### config.mk
export PLATFORM = sky130hd
export DESIGN_NAME = lru_buffer_pool_frame_manager_top
export DESIGN_NICKNAME = d
export VERILOG_FILES = /design/src/rtl/lrubp_pkg.sv /design/src/rtl/lru_buffer_pool_frame_manager_top.sv /design/src/rtl/lrubp_cell.sv /design/src/rtl/lrubp_chain.sv
export VERILOG_INCLUDE_DIRS = /design/src /design/src/rtl
export SDC_FILE = /design/constraint.sdc
export NUM_CORES = 1
export LEC_CHECK = 0
export BUFFER_PORTS_ARGS = -buffer_cell sky130_fd_sc_hd__buf_2
export CORE_ASPECT_RATIO = 0.5
export CORE_MARGIN = 2
export CORE_UTILIZATION = 60
export DETAILED_ROUTE_END_ITERATION = 8
export GPL_ROUTABILITY_DRIVEN = 0
export GPL_TIMING_DRIVEN = 1
export PLACE_DENSITY = 0.78
export SETUP_SLACK_MARGIN = 0.5
export SYNTH_ARGS = -nofsm -noshare
export SYNTH_HDL_FRONTEND = slang
export SYNTH_HIERARCHICAL = 1
export SYNTH_SLANG_ARGS = --single-unit
### constraint.sdc
create_clock -name clk -period 10.55 [get_ports clk]
set_input_delay 0.5275 -clock clk [delete_from_list [all_inputs] [get_ports clk]]
set_output_delay 0.5275 -clock clk [all_outputs]
set_load 0.05 [all_outputs]
### src/rtl/lru_buffer_pool_frame_manager_top_defines.svh
// ----------------------------------------------------------------------------
// LRU buffer pool frame manager: assertion macros
// Shared property wrappers, clocked on clk and disabled during reset.
// ----------------------------------------------------------------------------
`ifndef LRU_BUFFER_POOL_FRAME_MANAGER_TOP_DEFINES_SVH
`define LRU_BUFFER_POOL_FRAME_MANAGER_TOP_DEFINES_SVH

// antecedent implies consequent in the same cycle
`define LRUBP_ASSERT_NOW(label, ante, cons) \
    label: assert property (@(posedge clk) disable iff (!rst_n) (ante) |-> (cons)) \
        else $error("lrubp: same-cycle check failed");

// antecedent implies consequent in the next cycle
`define LRUBP_ASSERT_NEXT(label, ante, cons) \
    label: assert property (@(posedge clk) disable iff (!rst_n) (ante) |=> (cons)) \
        else $error("lrubp: next-cycle check failed");

`endif

### src/rtl/lrubp_pkg.sv
// ----------------------------------------------------------------------------
// lrubp_pkg
// Sizes, opcodes, state encoding and cell structures of the frame manager.
// ----------------------------------------------------------------------------
package lrubp_pkg;

    localparam int NUM_FRAMES    = 8;
    localparam int BLOCK_ID_BITS = 24;
    localparam int FRAME_BITS    = (NUM_FRAMES > 1) ? $clog2(NUM_FRAMES) : 1;
    localparam int COUNT_BITS    = $clog2(NUM_FRAMES + 1);

    localparam logic [1:0] OP_READ  = 2'd0;
    localparam logic [1:0] OP_WRITE = 2'd1;
    localparam logic [1:0] OP_FLUSH = 2'd2;

    typedef enum logic [1:0]
    {
        ST_IDLE,
        ST_ACCESS,
        ST_FLUSH
    } state_t;

    // one recency slot: which frame sits here and what it holds
    typedef struct packed
    {
        logic                     valid;
        logic                     dirty;
        logic [FRAME_BITS-1:0]    frame;
        logic [BLOCK_ID_BITS-1:0] tag;
    } entry_t;

    // broadcast control from the sequencer to every cell
    typedef struct packed
    {
        logic                     update;
        logic                     flush_clr;
        logic [FRAME_BITS-1:0]    clr_frame;
        logic [BLOCK_ID_BITS-1:0] blk;
    } cell_ctrl_t;

endpackage

### src/rtl/lru_buffer_pool_frame_manager_top.sv
// ----------------------------------------------------------------------------
// LRU buffer pool frame manager
// Access: accept, then tag match and recency shift;
// the result strobes in the cycle after the match, when busy is low again.
// Flush: accept, then one transfer per dirty frame; an empty flush
// gives one result. The recency chain shifts once per access.
// Reset clears all valid and dirty bits, the fill count and the sequencer.
// Results cannot be stalled by the receiver.
// ----------------------------------------------------------------------------
module lru_buffer_pool_frame_manager_top
    import lrubp_pkg::*;
(
    input  logic                     clk,
    input  logic                     rst_n,
    // command side
    input  logic                     start,
    output logic                     busy,
    input  logic [1:0]               op,
    input  logic [BLOCK_ID_BITS-1:0] block_num,
    // result side, one transfer per done strobe
    output logic                     done,
    output logic                     hit,
    output logic [FRAME_BITS-1:0]    frame_index,
    output logic                     fill_needed,
    output logic                     writeback,
    output logic [BLOCK_ID_BITS-1:0] writeback_block,
    output logic                     last
);

`include "lru_buffer_pool_frame_manager_top_defines.svh"

    // ------------------------------------------------------------------
    // Request capture and sequencer state
    // ------------------------------------------------------------------
    state_t                   state_reg, state_next;
    logic [1:0]               op_reg, op_next;
    logic [BLOCK_ID_BITS-1:0] blk_reg, blk_next;
    // frames are taken in ascending order and never released, so the
    // lowest free frame is simply the count of frames handed out so far
    logic [COUNT_BITS-1:0]    alloc_count_reg, alloc_count_next;

    // registered result transfer
    logic                     done_reg, done_next;
    logic                     hit_reg, hit_next;
    logic [FRAME_BITS-1:0]    frame_reg, frame_next;
    logic                     fill_reg, fill_next;
    logic                     wb_reg, wb_next;
    logic [BLOCK_ID_BITS-1:0] wbblk_reg, wbblk_next;
    logic                     last_reg, last_next;

    // ------------------------------------------------------------------
    // Recency chain
    // ------------------------------------------------------------------
    cell_ctrl_t            ctrl;
    entry_t                head;
    entry_t                entries [NUM_FRAMES];
    logic [NUM_FRAMES-1:0] hits;
    logic                  any_hit;

    lrubp_chain u_chain
    (
        .clk     (clk),
        .rst_n   (rst_n),
        .ctrl    (ctrl),
        .head    (head),
        .entries (entries),
        .hits    (hits),
        .any_hit (any_hit)
    );

    // ------------------------------------------------------------------
    // Access datapath: the hit slot is one-hot since resident tags are unique
    // ------------------------------------------------------------------
    entry_t hit_entry;
    entry_t victim;
    logic   full;
    logic   is_write;

    always_comb
    begin
        hit_entry = '0;
        for (int k = 0; k < NUM_FRAMES; k++)
        begin
            if (hits[k])
            begin
                hit_entry = hit_entry | entries[k];
            end
        end
    end

    // valid slots are packed from the MRU end, so the last slot being
    // valid means every frame is in use and that slot is the LRU victim
    assign victim   = entries[NUM_FRAMES-1];
    assign full     = victim.valid;
    assign is_write = (op_reg == OP_WRITE);

    always_comb
    begin
        head.valid = 1'b1;
        head.tag   = blk_reg;
        if (any_hit)
        begin
            head.frame = hit_entry.frame;
            head.dirty = hit_entry.dirty | is_write;
        end
        else
        begin
            head.frame = full ? victim.frame : alloc_count_reg[FRAME_BITS-1:0];
            head.dirty = is_write;
        end
    end

    // ------------------------------------------------------------------
    // Flush datapath: dirty frames by frame number, lowest first
    // ------------------------------------------------------------------
    logic [NUM_FRAMES-1:0]    dirty_mask;
    logic [NUM_FRAMES-1:0]    flush_sel;
    logic [FRAME_BITS-1:0]    flush_frame;
    logic [BLOCK_ID_BITS-1:0] flush_tag;
    logic                     flush_more;

    always_comb
    begin
        dirty_mask = '0;
        for (int f = 0; f < NUM_FRAMES; f++)
        begin
            for (int k = 0; k < NUM_FRAMES; k++)
            begin
                if (entries[k].valid && entries[k].dirty
                    && (entries[k].frame == FRAME_BITS'(f)))
                begin
                    dirty_mask[f] = 1'b1;
                end
            end
        end
    end

    always_comb
    begin
        flush_sel   = '0;
        flush_frame = '0;
        for (int f = NUM_FRAMES - 1; f >= 0; f--)
        begin
            if (dirty_mask[f])
            begin
                flush_sel   = '0;
                flush_sel[f] = 1'b1;
                flush_frame = FRAME_BITS'(f);
            end
        end
    end

    always_comb
    begin
        flush_tag = '0;
        for (int k = 0; k < NUM_FRAMES; k++)
        begin
            if (entries[k].valid && entries[k].dirty && (entries[k].frame == flush_frame))
            begin
                flush_tag = flush_tag | entries[k].tag;
            end
        end
    end

    assign flush_more = |(dirty_mask & ~flush_sel);

    // ------------------------------------------------------------------
    // Sequencer
    // ------------------------------------------------------------------
    always_comb
    begin
        state_next       = state_reg;
        op_next          = op_reg;
        blk_next         = blk_reg;
        alloc_count_next = alloc_count_reg;

        done_next  = 1'b0;
        hit_next   = hit_reg;
        frame_next = frame_reg;
        fill_next  = fill_reg;
        wb_next    = wb_reg;
        wbblk_next = wbblk_reg;
        last_next  = last_reg;

        ctrl.update    = 1'b0;
        ctrl.flush_clr = 1'b0;
        ctrl.clr_frame = flush_frame;
        ctrl.blk       = blk_reg;

        case (state_reg)
            ST_IDLE:
            begin
                if (start)
                begin
                    op_next  = op;
                    blk_next = block_num;
                    case (op)
                        OP_READ, OP_WRITE: state_next = ST_ACCESS;
                        OP_FLUSH:          state_next = ST_FLUSH;
                        default:           state_next = ST_IDLE;   // unused code, dropped
                    endcase
                end
            end

            ST_ACCESS:
            begin
                ctrl.update = 1'b1;
                done_next   = 1'b1;
                hit_next    = any_hit;
                frame_next  = head.frame;
                fill_next   = !any_hit;
                wb_next     = !any_hit && full && victim.dirty;
                wbblk_next  = (!any_hit && full && victim.dirty) ? victim.tag : '0;
                last_next   = 1'b1;
                if (!any_hit && !full)
                begin
                    alloc_count_next = alloc_count_reg + COUNT_BITS'(1);
                end
                state_next = ST_IDLE;
            end

            ST_FLUSH:
            begin
                done_next = 1'b1;
                hit_next  = 1'b0;
                fill_next = 1'b0;
                if (|dirty_mask)
                begin
                    ctrl.flush_clr = 1'b1;
                    frame_next     = flush_frame;
                    wb_next        = 1'b1;
                    wbblk_next     = flush_tag;
                    last_next      = !flush_more;
                    state_next     = flush_more ? ST_FLUSH : ST_IDLE;
                end
                else
                begin
                    // nothing dirty: a single empty transfer closes the flush
                    frame_next = '0;
                    wb_next    = 1'b0;
                    wbblk_next = '0;
                    last_next  = 1'b1;
                    state_next = ST_IDLE;
                end
            end

            default:
            begin
                state_next = ST_IDLE;
            end
        endcase
    end

    always_ff @(posedge clk or negedge rst_n)
    begin
        if (!rst_n)
        begin
            state_reg       <= ST_IDLE;
            alloc_count_reg <= '0;
            done_reg        <= 1'b0;
        end
        else
        begin
            state_reg       <= state_next;
            alloc_count_reg <= alloc_count_next;
            done_reg        <= done_next;
        end
    end

    always_ff @(posedge clk)
    begin
        op_reg    <= op_next;
        blk_reg   <= blk_next;
        hit_reg   <= hit_next;
        frame_reg <= frame_next;
        fill_reg  <= fill_next;
        wb_reg    <= wb_next;
        wbblk_reg <= wbblk_next;
        last_reg  <= last_next;
    end

    assign busy            = (state_reg != ST_IDLE);
    assign done            = done_reg;
    assign hit             = hit_reg;
    assign frame_index     = frame_reg;
    assign fill_needed     = fill_reg;
    assign writeback       = wb_reg;
    assign writeback_block = wbblk_reg;
    assign last            = last_reg;

    // ------------------------------------------------------------------
    // Assertions
    // ------------------------------------------------------------------
    logic access_accept;

    assign access_accept = start && !busy && ((op == OP_READ) || (op == OP_WRITE));

    // an accepted read or write always leads to the match cycle
    `LRUBP_ASSERT_NEXT(a_access_enters, access_accept, state_reg == ST_ACCESS)
    // the match cycle always produces exactly one final transfer
    `LRUBP_ASSERT_NEXT(a_access_result, state_reg == ST_ACCESS, done && last)
    // a hit never asks for a fill or a writeback
    `LRUBP_ASSERT_NOW(a_hit_clean, done && hit, !fill_needed && !writeback)
    // frames handed out never exceed the pool
    `LRUBP_ASSERT_NOW(a_count_bound, 1'b1, alloc_count_reg <= COUNT_BITS'(NUM_FRAMES))

endmodule

### src/rtl/lrubp_cell.sv
// ----------------------------------------------------------------------------
// lrubp_cell
// One recency slot: tag compare, shift-in from the more recent neighbor,
// dirty clear on flush.
// ----------------------------------------------------------------------------
module lrubp_cell
    import lrubp_pkg::*;
(
    input  logic       clk,
    input  logic       rst_n,
    input  cell_ctrl_t ctrl,
    input  logic       found_in,
    input  entry_t     prev,
    output logic       found_out,
    output logic       hit,
    output entry_t     entry
);

    logic                     valid_reg, valid_next;
    logic                     dirty_reg, dirty_next;
    logic [FRAME_BITS-1:0]    frame_reg, frame_next;
    logic [BLOCK_ID_BITS-1:0] tag_reg, tag_next;
    logic                     take;

    assign hit       = valid_reg && (tag_reg == ctrl.blk);
    assign found_out = found_in | hit;
    // slots up to and including the hit slot move one step toward LRU
    assign take      = ctrl.update && !found_in;

    always_comb
    begin
        valid_next = valid_reg;
        dirty_next = dirty_reg;
        frame_next = frame_reg;
        tag_next   = tag_reg;
        if (take)
        begin
            valid_next = prev.valid;
            dirty_next = prev.dirty;
            frame_next = prev.frame;
            tag_next   = prev.tag;
        end
        else if (ctrl.flush_clr && (frame_reg == ctrl.clr_frame))
        begin
            dirty_next = 1'b0;
        end
    end

    always_ff @(posedge clk or negedge rst_n)
    begin
        if (!rst_n)
        begin
            valid_reg <= 1'b0;
            dirty_reg <= 1'b0;
        end
        else
        begin
            valid_reg <= valid_next;
            dirty_reg <= dirty_next;
        end
    end

    always_ff @(posedge clk)
    begin
        frame_reg <= frame_next;
        tag_reg   <= tag_next;
    end

    assign entry.valid = valid_reg;
    assign entry.dirty = dirty_reg;
    assign entry.frame = frame_reg;
    assign entry.tag   = tag_reg;

endmodule

### src/rtl/lrubp_chain.sv
// ----------------------------------------------------------------------------
// lrubp_chain
// Row of recency cells, MRU at slot 0, LRU at the last slot.
// ----------------------------------------------------------------------------
module lrubp_chain
    import lrubp_pkg::*;
(
    input  logic                  clk,
    input  logic                  rst_n,
    input  cell_ctrl_t            ctrl,
    input  entry_t                head,
    output entry_t                entries [NUM_FRAMES],
    output logic [NUM_FRAMES-1:0] hits,
    output logic                  any_hit
);

    logic [NUM_FRAMES-1:0] found;

    for (genvar k = 0; k < NUM_FRAMES; k++)
    begin : g_cell
        entry_t prev_k;
        logic   found_in_k;

        if (k == 0)
        begin : g_head
            assign prev_k     = head;
            assign found_in_k = 1'b0;
        end
        else
        begin : g_body
            assign prev_k     = entries[k-1];
            assign found_in_k = found[k-1];
        end

        lrubp_cell u_cell
        (
            .clk       (clk),
            .rst_n     (rst_n),
            .ctrl      (ctrl),
            .found_in  (found_in_k),
            .prev      (prev_k),
            .found_out (found[k]),
            .hit       (hits[k]),
            .entry     (entries[k])
        );
    end

    assign any_hit = found[NUM_FRAMES-1];

endmodule
# == Word level (Yosys, flattened, before mapping) ==
# Index checks and enable logic that the tools add are counted.
# Widths: inputs -> output; s select.
# totals
memories,0
reg_bits,296
input_bits,29
ramBits,0
output_inout_bits,33
romBits,0
latch_bits,0
elab_cells,421
# classes
magnitude_cmp,0
eq_ne,78
n_addsub,1
mux,133
bitwise,24
n_div,0
n_reduce_logical,142
n_mul,0
shift,0
# op_table
cell,n
$mux 24,10
$mux 28,8
$or 28x28->28,7
$eq 24x24->1,8
$or 24x24->24,7
$logic_and 1x1->1,106
$eq 3x3->1 const B,32
$mux 1,85
$mux 8,8
$eq 3x2->1 const B,16
$pmux 24 s2,1
$mux 3,10
$eq 3x1->1 const B,8
$eq 3x3->1,8
$logic_not 3->1,8
$reduce_bool 2->1,10
$reduce_or 8->1,2
$logic_not 1->1,10
$and 8x8->8,1
$not 8->8,1
$or 1x1->1,8
$pmux 1 s2,4
$pmux 2 s2,2
$eq 2x1->1 const B,3
other kinds (9),15

# == Logic depth before layout (Yosys ltp) ==
# Gate-level depths: netlist (run 1).
# depth
word_depth,37
ltp_mapped,16
mapped_depth_nobuf,15

# == Cells and area by module ==
# The synthesis (run 1) kept the hierarchy.
# modules_own_cells
module,area_each_um2,n_inst,cells_each
lrubp_cell,1212.4,8,75
lru_buffer_pool_frame_manager_top,4797.1,1,455
lrubp_chain,3.8,1,1

# == Worst setup path before layout (run 1) ==
# No wires, ideal clock.
# synth_timing
path_kind,reg2reg
start,reg blk_reg[0]
end,reg u_chain.g_cell[7].u_cell.valid_reg
path_stages_with_launch,13
arrival_ns,3.733
path_buffers,0
setup_slack_ns,6.692
synth_period_minus_slack_ns,3.858
required_time_ns,10.425
setup_ns,0.125
path_cell_list,edfxtp_1 > xnor2_1 > nand4_1 > or4_1 > o21bai_1 > o21bai_1 > o21bai_1 > o21bai_1 > o21bai_1 > o21bai_1 > o21bai_1 > nor2b_1 > mux2_2
# synth_via
elab_chain_len,10
elab_cells_between_ends,22
cone_classes,7 x eq/ne; 6 x bitwise; 9 x reduce/logical
# synth_lines
item,line,text
"start, declared",lru_buffer_pool_frame_manager_top.sv:37,"logic [BLOCK_ID_BITS-1:0] blk_reg, blk_next;"
"start signal, assigned",lru_buffer_pool_frame_manager_top.sv:273,blk_reg <= blk_next;
$eq 24x24->1,lrubp_cell.sv:25,assign hit = valid_reg && (tag_reg == ctrl.blk);
$logic_and 1x1->1,lrubp_cell.sv:25,
named net u_chain.g_cell[1].found_in_k,lrubp_chain.sv:22,logic found_in_k;
$or 1x1->1,lrubp_cell.sv:26,assign found_out = found_in | hit;
named net u_chain.g_cell[2].found_in_k,lrubp_chain.sv:22,
$or 1x1->1,lrubp_cell.sv:26,
named net u_chain.g_cell[3].found_in_k,lrubp_chain.sv:22,
$or 1x1->1,lrubp_cell.sv:26,
named net u_chain.g_cell[4].found_in_k,lrubp_chain.sv:22,
[... 1 more ...],-,
named net u_chain.g_cell[5].found_in_k,lrubp_chain.sv:22,
$or 1x1->1,lrubp_cell.sv:26,
named net u_chain.g_cell[6].found_in_k,lrubp_chain.sv:22,
$or 1x1->1,lrubp_cell.sv:26,
named net u_chain.g_cell[7].found_in_k,lrubp_chain.sv:22,
$logic_not 1->1,lrubp_cell.sv:28,assign take = ctrl.update && !found_in;
$logic_and 1x1->1,lrubp_cell.sv:28,
named net u_chain.g_cell[7].u_cell.take,lrubp_cell.sv:23,logic take;
"end signal, assigned",lrubp_cell.sv:58,valid_reg <= valid_next;
"end, declared",lrubp_cell.sv:19,"logic valid_reg, valid_next;"
# The timed path passes the listed nets, and every way through them passes these cells.
# A chain may end at the register's enable or synchronous reset.

# == Worst setup path after layout (run 1) ==
# layout_timing
start,reg blk_reg[21]
end,"reg wbblk_reg[5], in the netlist writeback_block[5] (data pin)"
# layout_via
elab_chain_len,14
elab_cells_between_ends,28
cone_classes,8 x eq/ne; 2 x mux; 7 x bitwise; 11 x reduce/logical
# layout_lines
item,line,text
$eq 24x24->1,lrubp_cell.sv:25,
$logic_and 1x1->1,lrubp_cell.sv:25,
named net u_chain.g_cell[1].found_in_k,lrubp_chain.sv:22,
$or 1x1->1,lrubp_cell.sv:26,
named net u_chain.g_cell[2].found_in_k,lrubp_chain.sv:22,
$or 1x1->1,lrubp_cell.sv:26,
named net u_chain.g_cell[3].found_in_k,lrubp_chain.sv:22,
$or 1x1->1,lrubp_cell.sv:26,
named net u_chain.g_cell[4].found_in_k,lrubp_chain.sv:22,
[... 1 more ...],-,
named net u_chain.g_cell[5].found_in_k,lrubp_chain.sv:22,
[... 1 more ...],-,
named net u_chain.g_cell[6].found_in_k,lrubp_chain.sv:22,
[... 1 more ...],-,
named net u_chain.g_cell[7].found_in_k,lrubp_chain.sv:22,
$or 1x1->1,lrubp_cell.sv:26,
named net any_hit,lru_buffer_pool_frame_manager_top.sv:58,logic any_hit;
$logic_not 1->1,lru_buffer_pool_frame_manager_top.sv:213,wbblk_next = (!any_hit && full && victim.dirty) ? victim.tag : '0;
$logic_and 1x1->1 (2 in series),lru_buffer_pool_frame_manager_top.sv:213,
$mux 24,lru_buffer_pool_frame_manager_top.sv:213,
$pmux 24 s2,lru_buffer_pool_frame_manager_top.sv:190,case (state_reg)
named net wbblk_next[5],lru_buffer_pool_frame_manager_top.sv:48,"logic [BLOCK_ID_BITS-1:0] wbblk_reg, wbblk_next;"
"end signal, assigned",lru_buffer_pool_frame_manager_top.sv:278,wbblk_reg <= wbblk_next;
"end, declared",lru_buffer_pool_frame_manager_top.sv:48,
# The timed path passes the listed nets, and every way through them passes these cells.

==> run metrics, run 1 <==
Core Area=0.0239 mm2; Synth Register Bits=295; total clock buffers created by CTS=26; HPWL after detailed placement=26300 um; count of nets left with antenna violations after detail routing=0; Worst slew margin=0.105; number of gates resized after CTS=0; Pre-Repair DR Iteration Count=8; number of global-route vias before repair=10100; area overhead of the layout relative to synthesis=10.2%; number of fill cells in the layout=1607; cell type with the largest total area after synthesis=sky130_fd_sc_hd__edfxtp_1; count of routing violations after the opening detailed-route iteration=1760; crit path DAT=4.73 ns; worst setup path class=flop to flop; Hold Worst Slack=-0.0326 ns; pin count of the biggest net entering global routing=33; kind of path behind the tightest hold check=primary input to asynchronous set/reset pin; Util after Layout=0.670; dominant cells by area after synthesis=sky130_fd_sc_hd__edfxtp_1 57%, sky130_fd_sc_hd__xnor2_1 8.2%, sky130_fd_sc_hd__xor2_1 5.4%, sky130_fd_sc_hd__dfrtp_1 3.8%, sky130_fd_sc_hd__a22oi_1 3.3%; clock tree from TritonCTS=done; wire length of the first global-routing pass=61500 um; standard cell area after detailed placement=0.0151 mm2; sequential cell area fraction in the yosys report=0.603; leading cell types by count after synthesis=273 x sky130_fd_sc_hd__edfxtp_1, 135 x sky130_fd_sc_hd__xnor2_1, 89 x sky130_fd_sc_hd__xor2_1; Cell variety after synth=61; warning count from the yosys run=6; overall die area=0.0255 mm2; setup repair after global routing missed its margin=no; starting utilization of the core area=0.607; number of flip-flops under the largest register name=192; instance count of the mapped netlist=1056; Clk Tree Root Cell=sky130_fd_sc_hd__clkbuf_16; total global-route track usage=0.326; endpoint kind of the worst setup timing path=flop; Skew-Pair Late Insertion Delay=0.55 ns; mean instance size in the synthesized netlist=13.7 um2; post-CTS setup-driven buffer insertion count=0; Critical Path Source Type=flop; flip-flop cell with the highest count after synthesis=sky130_fd_sc_hd__edfxtp_1; final hold vios=22; maximum clock skew at final layout=0.0153 ns; residual overflow from global routing=0; layout net count=1151; Final Max Slew Viols=0; final cell count without fillers=1450; Post-Route Setup TNS=0 ns; IR Drop Worst-Case VDD=0.172 mV; number of flops mapped to enable cells by yosys=273; antenna cell count=0; number of placed instances with taps included=1405; CTS clock-pin slew for the worst setup and hold paths=0.07 ns; actual transition at the worst max-transition pin=1.34 ns; fraction of layout instances using a drive strength above 1=0.160; routed len/inst=28.8 um; number of buffers on the longest clock path=3; Max FO, Critical Path=25; maximum level of the CTS H-tree=1; sink count of the clock tree=295; most common cell in the synthesized netlist=sky130_fd_sc_hd__edfxtp_1; number of setup violations in the final report=0; area of combinational cells with multiple inputs=0.00550 mm2; cell area after synthesis=0.0145 mm2; Synth top area share=0.565; failing checks=negative hold slack; Max Cap Viol=0; die outline width=224 um; fraction of synthesis flops using an asynchronous set or reset pin=0.0746; total wire length=41700 um; via-per-instance ratio=7.06; data required time at the worst endpoint=10.86 ns; Tcrit/Tclk final=0.419; maximum clock frequency=0.226 GHz; Overall Power=0.00395 W; sequential standard cell area=0.00875 mm2; top-level port count=62; areal power density over the cells=247 mW/mm2; Chip Height=114 um; number of remaining DRC errors=0; Final Critical Period=4.42 ns; antenna violations before repair=0; port bufs=61; hold buffer count at CTS=0; total number of placement rows=40; final cell area excluding filler cells=0.0160 mm2; total via count after detailed routing=10200; Lkg Pwr=5.37 nW; status=finished, violations left
## stage by stage
step / hold WS, ns / setup slack, ns
after CTS: 0.000212 / 6.17
after global placement: 0.471 / 6.32
after detailed placement: 0.481 / 6.17
final: -0.0326 / 6.13
after floorplan: 0.232 / 6.69
after global routing: 0.0196 / 5.87
## path summary, 6_finish.rpt
check,from,to,slack [ns],depth (start not counted)
setup / recovery,blk_reg[21],writeback_block[5],6.13,14
hold / removal,rst_n,state_reg[0],-0.03,1
setup reg to reg,blk_reg[21],writeback_block[5],6.13,14
hold reg to reg,alloc_count_reg[2],alloc_count_reg[2],0.49,1
max in group asynchronous,rst_n,u_chain/g_cell[1].u_cell/dirty_reg,10.20,1
min in group clk,block_num[2],blk_reg[2],0.15,1
## logic make-up after synthesis
family / after synthesis / synth area share
DFF: 295 / 0.603
and+or+nand+nor: 218 / 0.0872
adders and majority gates: 5 / 0.00414
other: 2 / 0.000518
buffers and inverters: 58 / 0.0223
AOI/OAI and AO/OA: 240 / 0.137
muxes: 14 / 0.0105
xor gates and xnor gates: 224 / 0.135
## final cells by class
| cell class | count | share of cell area |
|---|---|---|
| clock buffers | 30 | 0.0423 |
| clock inverters | 15 | 0.0116 |
| inverters | 14 | 0.00337 |
| multi-input cells | 704 | 0.344 |
| flip-flops and latches | 295 | 0.547 |
| well taps | 315 | 0.0247 |
| repair buffers | 77 | 0.0266 |
## cells in the final DEF, fill, tap and decap left out, types with 9 or more instances in the layout
cell type                     n
sky130_fd_sc_hd__dfrtp_1     22
sky130_fd_sc_hd__clkbuf_16   26
sky130_fd_sc_hd__a22oi_1     64
sky130_fd_sc_hd__nor4_1      20
sky130_fd_sc_hd__o21ai_0     16
sky130_fd_sc_hd__nand4_1     37
sky130_fd_sc_hd__nand3_1     18
sky130_fd_sc_hd__buf_2       61
sky130_fd_sc_hd__a21o_1      24
sky130_fd_sc_hd__a31oi_1     26
sky130_fd_sc_hd__edfxtp_1   273
sky130_fd_sc_hd__or4_1       11
sky130_fd_sc_hd__o22ai_1     25
sky130_fd_sc_hd__nor3_1       9
sky130_fd_sc_hd__xnor2_1    135
sky130_fd_sc_hd__nor2_1      14
sky130_fd_sc_hd__mux2_2      10
sky130_fd_sc_hd__a22o_1      24
sky130_fd_sc_hd__nand2_1     49
sky130_fd_sc_hd__inv_1       13
sky130_fd_sc_hd__xor2_1      89
sky130_fd_sc_hd__nand2b_1    18
sky130_fd_sc_hd__buf_4       16
sky130_fd_sc_hd__clkinv_2    10
sky130_fd_sc_hd__a221oi_2    20
## per-layer routing
metal,vias up,share of wire,track usage
met3,179,0.14,0.0801
met1,4960,0.37,0.450
met2,867,0.45,0.509
met4,0,0.040,0.115
met5,-,0,0
li1,4225,-,-
## worst max-delay path: stages (launching register included)
cell	delay (ns)
sky130_fd_sc_hd__edfxtp_1	0.58
sky130_fd_sc_hd__xnor2_1	0.24
sky130_fd_sc_hd__nand4_1	0.16
sky130_fd_sc_hd__or4_1	0.59
sky130_fd_sc_hd__o21bai_1	0.29
sky130_fd_sc_hd__o21bai_1	0.22
sky130_fd_sc_hd__o21bai_1	0.20
sky130_fd_sc_hd__o21bai_1	0.18
sky130_fd_sc_hd__o21bai_1	0.20
sky130_fd_sc_hd__o21bai_1	0.22
sky130_fd_sc_hd__o21bai_1	0.22
sky130_fd_sc_hd__o21bai_1	0.42
sky130_fd_sc_hd__nor3_2	0.10
sky130_fd_sc_hd__buf_4	0.30
sky130_fd_sc_hd__a21o_1	0.24
## power by group
group	switching [W]	internal, W	total, W	leakage (nW)
combinational	0.000776	0.000348	0.00112	2.14
sequential	0.000266	0.00158	0.00184	2.80
clock	0.000430	0.000557	0.000986	0.431
No activity file was read; power rests on OpenSTA's default activity.
==> inputs of run 2 (changes only) <==
- clock period: 10.55 -> 4.1 ns (I/O delays scaled with it)
==> run metrics, run 2 (synthesis results as in run 1) <==
status=finished clean; list of cells traversed by the critical path=buf_4 > xor2_1 > nor4_1 > nand3_1 > o21bai_1 > o21bai_2 > o21bai_4 > o21bai_2 > o21bai_4 > o21bai_4 > nor3_2 > buf_12 > a21o_1; antenna cell count=0; layout net count=1285; total clock buffers created by CTS=26; CTS clock-pin slew for the worst setup and hold paths=0.07 ns; commonest cells after routing, fill and taps aside=273 x sky130_fd_sc_hd__edfxtp_1, 134 x sky130_fd_sc_hd__xnor2_1, 104 x sky130_fd_sc_hd__buf_4, 89 x sky130_fd_sc_hd__xor2_1, 64 x sky130_fd_sc_hd__a22oi_1; kind of path behind the tightest hold check=primary input to asynchronous set/reset pin; fraction of layout instances using a drive strength above 1=0.252; data required time at the worst endpoint=4.39 ns; Final Critical Period=3.61 ns; starting utilization of the core area=0.607; sink count of the clock tree=295; antenna violations before repair=1; Worst slew margin=0.247; startpoint of the most critical register-to-register path=blk_reg[18]; total via count after detailed routing=10900; final hold vios=0; pin count of the biggest net entering global routing=31; number of buffers on the longest clock path=3; Post-Route Setup TNS=0 ns; Max Cap Viol=0; total global-route track usage=0.333; Lkg Pwr=6.12 nW; number of fill cells in the layout=1451; Final Max Slew Viols=0; met1 layer usage reported by global route=0.451; Global Route met3 Usage=0.0806; area overhead of the layout relative to synthesis=21.0%; Worst Setup Slack post-DPL=0.163 ns; actual transition at the worst max-transition pin=1.13 ns; internal reg-to-reg setup slack=0.49 ns; port bufs=61; number of flip-flops under the largest register name=192; via-per-instance ratio=6.84; Skew-Pair Late Insertion Delay=0.55 ns; cell type of the slowest stage on the worst timing path=sky130_fd_sc_hd__nor4_1; number of setup violations in the final report=0; Pre-Repair DR Iteration Count=8; clock tree from TritonCTS=done; Core Area=0.0239 mm2; maximum clock skew at final layout=0.0184 ns; cell seen most often among critical-path stages=sky130_fd_sc_hd__o21bai_4; wire length of the first global-routing pass=63500 um; areal power density over the cells=617 mW/mm2; highest-utilization routing layer at the global route stage=met2; top-level port count=62; endpoint kind of the worst setup timing path=flop; die outline width=224 um; overall die area=0.0255 mm2; count of routing violations after the opening detailed-route iteration=1501; number of remaining DRC errors=0; longest individual stage delay on the worst path=0.53 ns; IR Drop Worst-Case VDD=0.342 mV; total number of placement rows=40; HPWL after detailed placement=27700 um; Tcrit/Tclk final=0.879; number of global-route vias before repair=10600; count of nets left with antenna violations after detail routing=0; Clk Tree Root Cell=sky130_fd_sc_hd__clkbuf_16; Max FO, Critical Path=25; Hold Worst Slack=0.196 ns; worst setup path class=flop to flop; maximum clock frequency=0.277 GHz; routed len/inst=27.5 um; total wire length=43600 um; reg-to-reg critical path endpoint=writeback_block[3]; Critical Path Source Type=flop; crit path DAT=3.90 ns; residual overflow from global routing=0; maximum level of the CTS H-tree=1; final worst-path setup slack=0.494 ns; Chip Height=114 um; setup repair after global routing missed its margin=no; met2 demand-to-capacity share in global routing=0.539; most common cell after layout, fill and taps aside=sky130_fd_sc_hd__edfxtp_1; R2R cell count=13
==> run 2: changes by cell type in the layout (fill, tap and decap cells not counted), sizes merged <==
cell         previous run  this run
bufinv                  4         6
buf                    77       180
clkbuf                 30        37
dlygate4sd3             0        28
inv                    13        14
clkinv                 12         8
==> run 2: layout make-up <==
| type | instances | area (um2) | area share |
|---|---|---|---|
| multi-input cells | 704 | 5700 | 0.325 |
| clock buffers | 34 | 711 | 0.0405 |
| repair buffers | 211 | 1700 | 0.0968 |
| well taps | 315 | 394 | 0.0225 |
| clock inverters | 14 | 238 | 0.0136 |
| inverters | 14 | 53.8 | 0.00307 |
| flip-flops and latches | 295 | 8750 | 0.499 |
==> run 2: through the flow <==
step / cell area, um2 / total power, W / utilization / cells
6_report: 17500 / 0.0108 / 0.735 / 1587
2_1_floorplan: 14500 / 0.00668 / - / 1057
4_1_cts: 17100 / 0.0106 / 0.714 / 1554
3_5_place_dp: 15600 / 0.00776 / 0.652 / 1450
3_3_place_gp: 15600 / 0.00767 / 0.652 / 1450
5_1_grt: 17500 / 0.0111 / 0.735 / 1587
==> run 2: how the worst max path moves through the flow <==
stage,start,to,slack (ns),cells after the start
after floorplan,blk_reg[0],u_chain/g_cell[5].u_cell/valid_reg,0.56,10
after global placement,blk_reg[2],writeback_block[0],0.30,13
after detailed placement,blk_reg[2],writeback_block[4],0.16,13
after CTS,u_chain/g_cell[0].u_cell/frame_reg[2],writeback_block[14],0.47,13
after global routing,blk_reg[18],writeback_block[21],0.44,13
final,blk_reg[18],writeback_block[3],0.49,13
==> run 2: what timing repair did <==
| action | 4_1_cts | 5_1_grt |
|---|---|---|
| gates resized for setup | 14 | 38 |
| gates cloned | 0 | 3 |
| endpoints found under the hold margin | 49 | 0 |
| hold buffers | 28 | 0 |
| buffers inserted | 28 | 30 |
| endpoints found under the setup margin | 36 | 33 |
| pin swaps | 4 | 26 |
==> run 2: worst max-delay path: cells and delay by family, from the launching register on <==
kind            cells  cell delay (ns)
buf+inv             2             0.39
compound gates      7             1.39
flops               1             0.42
simple gates        3             0.97
xor+xnor            1             0.17
==> run 2: routing by layer <==
layer | vias up | wire [um]
met5 | - | 13
met4 | 2 | 1820
met3 | 185 | 5430
met2 | 853 | 20000
met1 | 5315 | 16400
li1 | 4502 | -
==> run 2: where the power goes <==
| group | switching [W] | internal, W | total [W] |
|---|---|---|---|
| clock network | 0.00112 | 0.00161 | 0.00273 |
| registers | 0.000519 | 0.00405 | 0.00457 |
| logic | 0.00230 | 0.00122 | 0.00352 |
| total | 0.00394 | 0.00688 | 0.0108 |
==> inputs of run 3 (changes only) <==
- CORE_UTILIZATION: 60 -> 62
- PLACE_DENSITY: 0.78 -> 0.8
==> run metrics, run 3 (synthesis results as in run 1) <==
status=finished clean; kind of path behind the tightest hold check=primary input to asynchronous set/reset pin; Clk Tree Root Cell=sky130_fd_sc_hd__clkbuf_16; number of remaining DRC errors=0; Hold Worst Slack=0.182 ns; Overall Power=0.0104 W; port bufs=61; reg-to-reg critical path endpoint=writeback_block[1]; IR Drop Worst-Case VDD=0.340 mV; wire length of the first global-routing pass=60900 um; via-per-instance ratio=6.80; data required time at the worst endpoint=4.39 ns; area overhead of the layout relative to synthesis=20.2%; total number of placement rows=39; list of cells traversed by the critical path=nand2b_4 > o22ai_1 > or4_4 > o211a_1 > o21ai_2 > buf_6 > xnor2_2 > a221oi_4 > buf_4 > clkbuf_16 > a221oi_2 > a31oi_1 > a21o_1; antenna violations before repair=0; final cell count without fillers=1581; antenna cell count=0; maximum clock skew at final layout=0.0264 ns; Core Area=0.0229 mm2; cell type of the slowest stage on the worst timing path=sky130_fd_sc_hd__or4_4; count of routing violations after the opening detailed-route iteration=1731; most common cell after layout, fill and taps aside=sky130_fd_sc_hd__edfxtp_1; number of flip-flops under the largest register name=192; count of nets left with antenna violations after detail routing=0; crit path DAT=3.93 ns; layout net count=1287; Critical Path Source Type=flop; clock tree from TritonCTS=done; critical path startpoint=u_chain/g_cell[0].u_cell/frame_reg[0]; Final Max Slew Viols=0; Skew-Pair Late Insertion Delay=0.55 ns; pin count of the biggest net entering global routing=31; Max Cap Viol=0; number of placed instances with taps included=1440; number of fill cells in the layout=1342; end point of the critical path=writeback_block[1]; final hold vios=0; routed len/inst=26.6 um; CTS clock-pin slew for the worst setup and hold paths=0.07 ns; internal reg-to-reg setup slack=0.46 ns; R2R cell count=13; overall die area=0.0247 mm2; total clock buffers created by CTS=26; total via count after detailed routing=10800; HPWL after detailed placement=26400 um; fraction of layout instances using a drive strength above 1=0.252; Pre-Repair DR Iteration Count=6; number of setup violations in the final report=0; Post-Route Setup TNS=0 ns; startpoint of the most critical register-to-register path=u_chain/g_cell[0].u_cell/frame_reg[0]; die outline width=220 um; maximum level of the CTS H-tree=1; sink count of the clock tree=295; maximum clock frequency=0.275 GHz; Worst slew margin=0.140; number of global-route vias before repair=10500; Max FO, Critical Path=12; total wire length=42100 um; Chip Height=112 um; starting utilization of the core area=0.634; Final Critical Period=3.64 ns; Lkg Pwr=6.09 nW; total global-route track usage=0.329; Tcrit/Tclk final=0.887; setup repair after global routing missed its margin=yes; areal power density over the cells=597 mW/mm2; number of buffers on the longest clock path=3; residual overflow from global routing=0; actual transition at the worst max-transition pin=1.28 ns; longest individual stage delay on the worst path=0.59 ns; Util after Layout=0.761; top-level port count=62; worst setup path class=flop to flop; commonest cells after routing, fill and taps aside=273 x sky130_fd_sc_hd__edfxtp_1, 132 x sky130_fd_sc_hd__xnor2_1, 106 x sky130_fd_sc_hd__buf_4, 89 x sky130_fd_sc_hd__xor2_1, 64 x sky130_fd_sc_hd__a22oi_1; endpoint kind of the worst setup timing path=flop
[run 3: final cells by class]
cell class                 instances  area (um2)  share of cell area
clock buffer                      37         743              0.0427
inverter                          14        65.1             0.00373
clock inverter                    11        60.1             0.00345
timing repair buffer             213        1680              0.0965
sequential                       295        8750               0.502
multi-input combinational        704        5740               0.329
tap                              307         384              0.0220
[run 3: stage by stage]
step | worst slack (ns) | instance area [um2]
after CTS | 0.464 | 16800
after detailed placement | 0.0817 | 15500
after global routing | 0.325 | 17400
after floorplan | 0.560 | 14500
final | 0.464 | 17400
after global placement | 0.265 | 15500
[run 3: worst min path at each step]
stage,from,cells past startpoint,end,slack [ns]
2_1_floorplan,rst_n,0,alloc_count_reg[0],-0.09
3_3_place_gp,rst_n,1,u_chain/g_cell[4].u_cell/dirty_reg,0.23
3_5_place_dp,rst_n,1,u_chain/g_cell[4].u_cell/dirty_reg,0.23
5_1_grt,rst_n,2,u_chain/g_cell[4].u_cell/dirty_reg,0.24
6_report,rst_n,2,u_chain/g_cell[4].u_cell/dirty_reg,0.18
4_1_cts,rst_n,2,u_chain/g_cell[4].u_cell/dirty_reg,0.19
[run 3: metal layers]
layer | vias up | GRT usage | part of all wire
met4 | 2 | 0.143 | 0.049
met3 | 209 | 0.0835 | 0.13
met5 | - | 0 | 0.00081
met2 | 895 | 0.528 | 0.46
met1 | 5146 | 0.429 | 0.36
li1 | 4504 | - | -
[run 3: worst max-delay path, delay by kind of cell (launching register included)]
kind	cells	cell delay, ns
XOR/XNOR	1	0.14
flip-flops	1	0.57
buffers and inverters	3	0.54
AND/OR/NAND/NOR	2	0.82
AO/OA/AOI/OAI	7	1.33
[run 3: report_power, final]
group	switching [W]	internal, W
clock network	0.00109	0.00127
registers	0.000499	0.00405
logic	0.00227	0.00124
[run 3: repair_timing]
item / in CTS / in global routing
pin swaps: 1 / 12
hold buffers: 28 / 0
gates cloned: 0 / 3
buffers inserted: 20 / 42
setup endpoints to repair: 77 / 72
gates resized for setup: 20 / 44
endpoints found under the hold margin: 50 / 0
